==> src/design/mstk_pkg.sv <==
`timescale 1ns / 1ps
`default_nettype none
package mstk_pkg;

   localparam int MAX_VERTICES_DEF = 64;
   localparam int MAX_EDGES_DEF    = 256;
   localparam int WEIGHT_BITS_DEF  = 16;

   localparam int VTX_PORT_W = 6;
   localparam int WGT_PORT_W = 16;
   localparam int COST_W     = 22;
   localparam int VCNT_W     = 7;

   localparam logic [VCNT_W-1:0] VCNT_RESET = 7'd64;

   typedef enum logic [7:0] {
      S_LOAD     = 8'b0000_0001,
      S_SCAN     = 8'b0000_0010,
      S_SCAN_END = 8'b0000_0100,
      S_PICK     = 8'b0000_1000,
      S_FIND_RD  = 8'b0001_0000,
      S_FIND_CHK = 8'b0010_0000,
      S_UNION    = 8'b0100_0000,
      S_FLUSH    = 8'b1000_0000
   } state_type;

   typedef struct packed {
      logic load;
      logic start;
      logic scan_step;
      logic pick;
      logic find_chk;
      logic union_go;
      logic flush_go;
   } cmd_type;

   typedef struct packed {
      logic accept_last;
      logic total_zero_next;
      logic scan_last;
      logic root_found;
      logic on_dst;
      logic joins;
      logic pend_vld;
      logic out_busy;
      logic graph_done;
   } status_type;

endpackage
`default_nettype wire

==> src/design/mstk_ctrl.sv <==
`timescale 1ns / 1ps
`default_nettype none
module mstk_ctrl (
   input  wire logic               clock,
   input  wire logic               reset,
   input  wire mstk_pkg::status_type sts,
   output mstk_pkg::cmd_type       cmd
);

   mstk_pkg::state_type state_ff, state_in;

   always_ff @(posedge clock) begin
      if (reset) begin
         state_ff <= mstk_pkg::S_LOAD;
      end else begin
         state_ff <= state_in;
      end
   end

   always_comb begin
      state_in = state_ff;
      cmd      = '0;
      case (state_ff)
         mstk_pkg::S_LOAD: begin
            cmd.load = 1'b1;
            if (sts.accept_last) begin
               cmd.start = 1'b1;
               state_in  = sts.total_zero_next ? mstk_pkg::S_FLUSH : mstk_pkg::S_SCAN;
            end
         end
         mstk_pkg::S_SCAN: begin
            cmd.scan_step = 1'b1;
            if (sts.scan_last) begin
               state_in = mstk_pkg::S_SCAN_END;
            end
         end
         mstk_pkg::S_SCAN_END: begin
            state_in = mstk_pkg::S_PICK;
         end
         mstk_pkg::S_PICK: begin
            cmd.pick = 1'b1;
            state_in = mstk_pkg::S_FIND_RD;
         end
         mstk_pkg::S_FIND_RD: begin
            state_in = mstk_pkg::S_FIND_CHK;
         end
         mstk_pkg::S_FIND_CHK: begin
            cmd.find_chk = 1'b1;
            state_in = (sts.root_found && sts.on_dst) ? mstk_pkg::S_UNION
                                                      : mstk_pkg::S_FIND_RD;
         end
         mstk_pkg::S_UNION: begin
            // hold while a joining edge meets an older result that cannot move to the output
            if (!(sts.joins && sts.pend_vld && sts.out_busy)) begin
               cmd.union_go = 1'b1;
               state_in = sts.graph_done ? mstk_pkg::S_FLUSH : mstk_pkg::S_SCAN;
            end
         end
         mstk_pkg::S_FLUSH: begin
            if (!sts.out_busy) begin
               cmd.flush_go = 1'b1;
               state_in = mstk_pkg::S_LOAD;
            end
         end
         default: begin
            state_in = mstk_pkg::S_LOAD;
         end
      endcase
   end

endmodule
`default_nettype wire

==> config.mk <==
export PLATFORM = sky130hd
export DESIGN_NAME = mstk_ctrl
export DESIGN_NICKNAME = d
export VERILOG_FILES = /design/src/design/mstk_pkg.sv /design/src/design/mstk_ctrl.sv
export SDC_FILE = /design/constraint.sdc
export NUM_CORES = 1
export LEC_CHECK = 0
export ABC_AREA = 1
export BUFFER_PORTS_ARGS = -buffer_cell sky130_fd_sc_hd__buf_2
export CAP_MARGIN = 20
export CORE_MARGIN = 2
export CORE_UTILIZATION = 45
export CTS_CLUSTER_DIAMETER = 40
export DETAILED_ROUTE_END_ITERATION = 7
export HOLD_SLACK_MARGIN = 0.08
export MAX_ROUTING_LAYER = met4
export PLACE_DENSITY = 0.82
export SYNTH_ARGS = -nofsm -noshare
export SYNTH_HDL_FRONTEND = slang
export SYNTH_SLANG_ARGS = --single-unit
==> constraint.sdc <==
create_clock -name clock -period 2.1 [get_ports clock]
set_input_delay 0.42 -clock clock [delete_from_list [all_inputs] [get_ports clock]]
set_output_delay 0.42 -clock clock [all_outputs]
set_load 0.1 [all_outputs]
[Yosys cells after proc, flatten, opt, wreduce, memory -nomap -nowiden]
Cells that the tools add are included.
Storage, ports and cells
  register bits after elaboration: 8
  bits of input ports: 11
  output and inout bits: 7
  logic and storage cells: 34
Cells by class
  equality and inequality tests: 12
  multiplexer cells: 17
  reductions and logical operators: 4
Operators with widths (count)
  $pmux W8 S8: 1
  $mux W8: 6
  $eq A8 B1 Y1 const B: 1
  $eq A8 B2 Y1 const B: 1
  $eq A8 B3 Y1 const B: 1
  $eq A8 B4 Y1 const B: 1
  $eq A8 B5 Y1 const B: 1
  $eq A8 B6 Y1 const B: 1
  $eq A8 B7 Y1 const B: 1
  $eq A8 B8 Y1 const B: 1
  $mux W1: 8
  $ne A2 B2 Y1 const B: 4
  $mux W7: 1
  $reduce_and A4 Y1: 1
  $logic_and A1 B1 Y1: 3
  $mux W2: 1

[Logic depth before layout (Yosys ltp)]
Gate-level depths: netlist (run 1).
  depth in word-level cells: 4
  mapped depth: 9
  gate-level depth less buffers: 9

[Worst setup path after synthesis (run 1)]
Ideal clock, no wire load.
  kind: register to output
  start: reg state_ff[0]
  end: out cmd[0] (netlist name)
  arrival time: 3.403 ns
  data required time: 1.680 ns
  setup slack: -1.723 ns
  stages on the path, launching flop included: 4
  buffers on the path: 0
  cells stage by stage: dfxtp_1 nor2_2 nand2_4 nor4_1
RTL lines
  start, declared: line mstk_ctrl.sv:10  | mstk_pkg::state_type state_ff, state_in;
  start signal, assigned: line mstk_ctrl.sv:14  | state_ff <= mstk_pkg::S_LOAD;
  start signal, assigned: line mstk_ctrl.sv:16  | state_ff <= state_in;
  end, declared: line mstk_ctrl.sv:7  | output mstk_pkg::cmd_type cmd

==> results of run 1 <==
worst paths after layout:
path                               endpoint  slack [ns]        start
worst min register to register  state_ff[5]        0.62  state_ff[4]
worst max register to register  state_ff[0]        0.81  state_ff[4]
worst min-delay path            state_ff[7]        0.40        reset
worst max-delay path                 cmd[1]        0.15  state_ff[4]
through the flow:
step / worst slack (ns) / cells / instance area, um2
6_report: 0.152 / 126 / 756
5_1_grt: 0.0728 / 126 / 756
4_1_cts: 0.126 / 126 / 756
3_5_place_dp: 0.398 / 123 / 733
3_3_place_gp: 0.410 / 123 / 733
2_1_floorplan: 0.102 / 91 / 629
per-layer routing:
layer	part of all wire, %	global-route usage [%]	up-vias
met5	0	-	-
met4	1.8	10.0	0
met3	4.4	5.00	4
met2	49	29.8	17
met1	45	22.4	274
li1	-	-	327
logic make-up (layout without fill, tap and decap cells):
family	Yosys count	after routing	share of synthesized area (%)
compound gates	5	5	4.18
flops	8	8	26.8
buf+inv	17	37	11.1
simple gates	61	61	57.9
cell usage after synthesis:
cell and instances:
inv_2 5, nor2_2 6, nand2_2 2, nor2_4 3, nor4_1 1, nand3_4 1, inv_4 1, nand2_1 17
dfxtp_1 8, a21oi_1 4, o21ai_0 1, nand2_4 3, nor2_1 14, nor3_1 1, nand3_2 2, nand3b_1 1
nand3b_2 1, nand3_1 9, inv_1 11
power by group:
group,switching (mW),total (mW),internal (mW)
combinational,0.218,0.294,0.0754
sequential,0.0107,0.173,0.163
clock,0.0548,0.120,0.0656
total,0.284,0.587,0.304
area by class of cell:
cell class	instances	area, um2	area share [%]
repair buffers	17	85.1	11.3
inverters	17	66.3	8.77
flip-flops and latches	8	160	21.2
multi-input cells	66	403	53.3
clock buffers	3	22.5	2.98
well taps	15	18.8	2.48
worst max-delay path, stage by stage, from the launching register on:
cell,delay (ns)
dfxtp_1,0.33
nor2_2,0.19
nand3_1,0.18
nor3_4,0.13
buf_2,0.44
cell usage in the layout (no fill, tap or decap):
| cell type | n |
|---|---|
| nand2_1 | 17 |
| nor4_4 | 1 |
| o21ai_0 | 1 |
| nand3_2 | 2 |
| nor2_4 | 3 |
| dfxtp_1 | 8 |
| a21oi_1 | 4 |
| nand2_2 | 2 |
| nand3b_1 | 1 |
| nor2_2 | 8 |
| nand2_4 | 3 |
| nor3_4 | 1 |
| clkbuf_4 | 3 |
| buf_2 | 17 |
| nor2_1 | 12 |
| inv_4 | 1 |
| inv_2 | 5 |
| nand3_4 | 1 |
| nand3_1 | 9 |
| nand3b_2 | 1 |
| inv_1 | 11 |
==> impl_metrics.csv, run 1 <==
group,metric,value,unit
status,status,"completed",
min_path,holdPathStages,2,
timing,setup_violations,0,
timing,slew_headroom,68.0,%
worst_setup_path,criticalPathCategory,"register to output port",
synth,yosysSeqAreaShare,26.8,%
min_path,hp-class,"input port to register",
worst_setup_path,crit_required,1.68,ns
floorplan,rows,13,
synth,yosysTopAreaCellShare,26.8,%
clocking,post_cts_buffers,0,
synth,syn_area_per_cell,6.57,um2
clocking,clock_latency,0.26,ns
power_and_ir_drop,p_per_area,777,nW/um2
synth,syn_nets,102,
routing,drt_iter0_drc,11,
timing,whs,0.400,ns
clocking,h-tree-depth,1,
floorplan,io_pins,18,
grt,grt_pass1_vias,501,
placement,gp_congestion,0.790,
timing,fmax,513,MHz
cells_and_area,area_delta_synth_final,26.4,%
power_and_ir_drop,total_power,587,uW
clocking,numCtsBuffers,3,
flow_run,maxCapViolCount,0,
floorplan,initial_core_util,47.1,%
floorplan,design.die.area,1640,um2
routing,drc,0,
placement,io_buffer_count,17,
clocking,cts.sinks,8,
routing,routed_wl,1250,um
cells_and_area,nets,124,
routing,final_antenna_net_count,0,
clocking,clkTransAtPathRegs,0.06,ns
timing,rsz0062_at_grt,"false",
worst_setup_path,crit_path_start_kind,"register",
timing,fin_crit,1.95,ns
cells_and_area,final_layout_size_suffix_gt1_share,43.2,%
placement,dp_hpwl,1060,um
cells_and_area,max_flop_register,"state_ff",
grt,antenna_found_initial,0,
cells_and_area,post-route-util,59.6,%
routing,first_pass_iters,4,
grt,grt_remaining_overflow,0,
synth,netlist_area,598,um2
power_and_ir_drop,p_leak,0.380,nW
timing,hold_viol,0,
clocking,ctsHoldBuffers,0,
synth,yosys.area.top_type,"dfxtp_1",
synth,synth.area.top_cells,"dfxtp_1 (27%), nand2_1 (11%), nor2_1 (8.8%)",
cells_and_area,top_regs,"state_ff: 8 flops",
clocking,post_cts_resized,0,
synth,ys_ff_latch,8,
timing,fin_setup_tns,0,ns
worst_setup_path,cp_max_fo,3,
timing,tightest_slew,0.484,ns
cells_and_area,diodes,0,
grt,grt_pass1_wl,1970,um
synth,synth_warnings,0,
power_and_ir_drop,vdd_ir_drop_max,0.712,mV
timing,fin_skew,0.00847,ns
worst_setup_path,worstPathArrival,1.53,ns
routing,vias_per_cell,4.94,
cells_and_area,largest_register_ffs,8,
cells_and_area,fill_cells,122,
synth,synthCells,91,
clocking,clock-root-buffer,"clkbuf_4",
routing,wl_per_cell,9.91,um
worst_setup_path,crit_path_end_kind,"output port",
clocking,clock_path_buffers,2,
floorplan,die-height,40.5,um
synth,synth_cell_types,19,
clocking,cts_tree,"done",
timing,fin_crit_sh,92.8,%
worst_setup_path,r2r_cells,8,
floorplan,die_w,40.5,um
timing,finalMaxSlewViolations,0,
routing,vias,622,
grt,grt.total_usage,19.2,%
floorplan,coreArea,1270,um2
grt,grt_max_degree,7,
No activity file was read; power rests on OpenSTA's default activity.
==> inputs of run 2 (changes only) <==
Settings changed: CELL_PAD_IN_SITES_DETAIL_PLACEMENT set to 1, CELL_PAD_IN_SITES_GLOBAL_PLACEMENT set to 2, CORE_UTILIZATION 45 to 27, PLACE_DENSITY 0.82 to 0.91.
==> run 2 against run 1 <==
  * First-iteration DRC count down 45%
  * Register-to-register slack about the same
  * Die area up 59%
  * Clock power about the same
  * Via count down 0.48%
  * Clock skew down 0.0011 ns
  * Sequential cell count unchanged
  * Worst setup slack better by 0.0048 ns
==> impl_metrics.csv, run 2 (synthesized netlist as in run 1, its figures left out) <==
group,metric,value,unit
clocking,h-tree-depth,1,
worst_setup_path,crit_chain,"nor2_2 -> nand2_4 -> nor2_2 -> buf_2",
floorplan,die_w,51.1,um
grt,antenna_found_initial,0,
status,status,"completed",
timing,tightest_slew,0.485,ns
routing,vias,619,
placement,dp_hpwl,1270,um
timing,setup_violations,0,
worst_setup_path,crit_required,1.68,ns
power_and_ir_drop,switching_share,48.6,%
timing,slew_headroom,67.9,%
timing,fmax,515,MHz
timing,rsz0062_at_grt,"false",
placement,io_buffer_count,17,
grt,grt_pass1_wl,2580,um
power_and_ir_drop,p_clk_share,20.5,%
clocking,clkTransAtPathRegs,0.06,ns
routing,wl_per_cell,10.4,um
min_path,hp-start,"reset",
worst_setup_path,worstPathArrival,1.52,ns
cells_and_area,diodes,0,
clocking,ctsHoldBuffers,0,
cells_and_area,final_layout_size_suffix_gt1_share,43.2,%
clocking,clock_path_buffers,2,
floorplan,design.die.area,2610,um2
timing,hold_viol,0,
routing,drt_iter0_drc,6,
clocking,post_cts_resized,0,
cells_and_area,area_delta_synth_final,29.1,%
power_and_ir_drop,power_switching,288,uW
power_and_ir_drop,power.internal,304,uW
clocking,clock_latency,0.26,ns
power_and_ir_drop,p_per_area,766,nW/um2
power_and_ir_drop,p_leak,0.380,nW
grt,grt.total_usage,13.3,%
routing,final_antenna_net_count,0,
timing,finalMaxSlewViolations,0,
routing,first_pass_iters,6,
placement,gp_congestion,0.784,
floorplan,rows,17,
worst_setup_path,crit_top_cell,"nor2_2",
floorplan,die-height,51.1,um
clocking,cts.sinks,8,
routing,vias_per_cell,4.45,
worst_setup_path,cp_max_fo,5,
clocking,post_cts_buffers,0,
cells_and_area,top_regs,"state_ff: 8 flops",
min_path,hp-class,"input port to register",
clocking,cts_tree,"done",
timing,fin_crit_sh,92.5,%
worst_setup_path,crit_path_max_incr_delay,0.45,ns
power_and_ir_drop,seq_power_share,29.2,%
cells_and_area,largest_register_ffs,8,
grt,grt_remaining_overflow,0,
worst_setup_path,reg2reg_from,"state_ff[4]",
cells_and_area,fill_cells,283,
cells_and_area,layout_common_cells,"nand2_1 (17), buf_2 (17), nor2_1 (12)",
timing,fin_setup_tns,0,ns
timing,whs,0.418,ns
worst_setup_path,crit_path_start_kind,"register",
worst_setup_path,crit_path_end_kind,"output port",
power_and_ir_drop,combPwrFrac,50.3,%
floorplan,initial_core_util,27.8,%
worst_setup_path,cp_slowest_cell,"buf_2",
clocking,numCtsBuffers,3,
cells_and_area,max_flop_register,"state_ff",
grt,grt_max_degree,7,
power_and_ir_drop,vdd_ir_drop_max,0.430,mV
worst_setup_path,criticalPathCategory,"register to output port",
clocking,clock-root-buffer,"clkbuf_4",
grt,grt_pass1_vias,627,
routing,drc,0,
worst_setup_path,startpoint,"state_ff[0]",
flow_run,maxCapViolCount,0,
timing,fin_skew,0.00737,ns
floorplan,io_pins,18,
routing,routed_wl,1450,um
floorplan,coreArea,2150,um2
cells_and_area,nets,124,
timing,fin_crit,1.94,ns
## run 2: cell counts in the layout (fill, tap and decap cells not counted)
No cell type changed its count.
## run 2: path summary, 6_finish.rpt
| check | endpoint | slack (ns) | cells past startpoint |
|---|---|---|---|
| setup / recovery | cmd[2] | 0.16 | 4 |
| hold / removal | state_ff[7] | 0.42 | 2 |
| setup reg to reg | state_ff[1] | 0.81 | 7 |
| hold reg to reg | state_ff[3] | 0.62 | 4 |
## run 2: final cells by class
type                       instances  area [um2]  area share, %
clock buffer                       3        22.5           2.92
sequential                         8         160           20.7
timing repair buffer              17        85.1           11.0
inverter                          17        66.3           8.59
tap                               28        35.0           4.54
multi-input combinational         66         403           52.2
## run 2: layer usage
layer / track usage (%) / share of wire, % / vias to the layer above
met5: - / 0 / -
met4: 5.41 / 0 / 0
met3: 1.75 / 3.6 / 0
met2: 21.9 / 50 / 14
met1: 16.3 / 46 / 278
li1: - / - / 327
## run 2: per-stage QoR
stage	cells	setup slack [ns]	utilization [%]	cell area, um2	power, mW
after detailed placement	136	0.386	34.9	749	0.476
after CTS	139	0.131	35.9	772	0.601
after global routing	139	0.0669	35.9	772	0.631
after global placement	136	0.404	34.9	749	0.472
final	139	0.157	35.9	772	0.591
after floorplan	91	0.102	-	629	0.425
## run 2: power groups by stage
| stage | logic (mW) | registers (mW) | clock network [mW] |
|---|---|---|---|
| after floorplan | 0.250 | 0.175 | 0 |
| after global routing | 0.323 | 0.175 | 0.134 |
| after CTS | 0.301 | 0.173 | 0.126 |
| after global placement | 0.296 | 0.176 | 0 |
| final | 0.297 | 0.173 | 0.121 |
| after detailed placement | 0.299 | 0.176 | 0 |
## run 2: critical path: cells and delay by family, from the launching register on
kind / cells / cell delay (ns)
and+or+nand+nor: 3 / 0.50
buffers and inverters: 1 / 0.45
DFF: 1 / 0.32
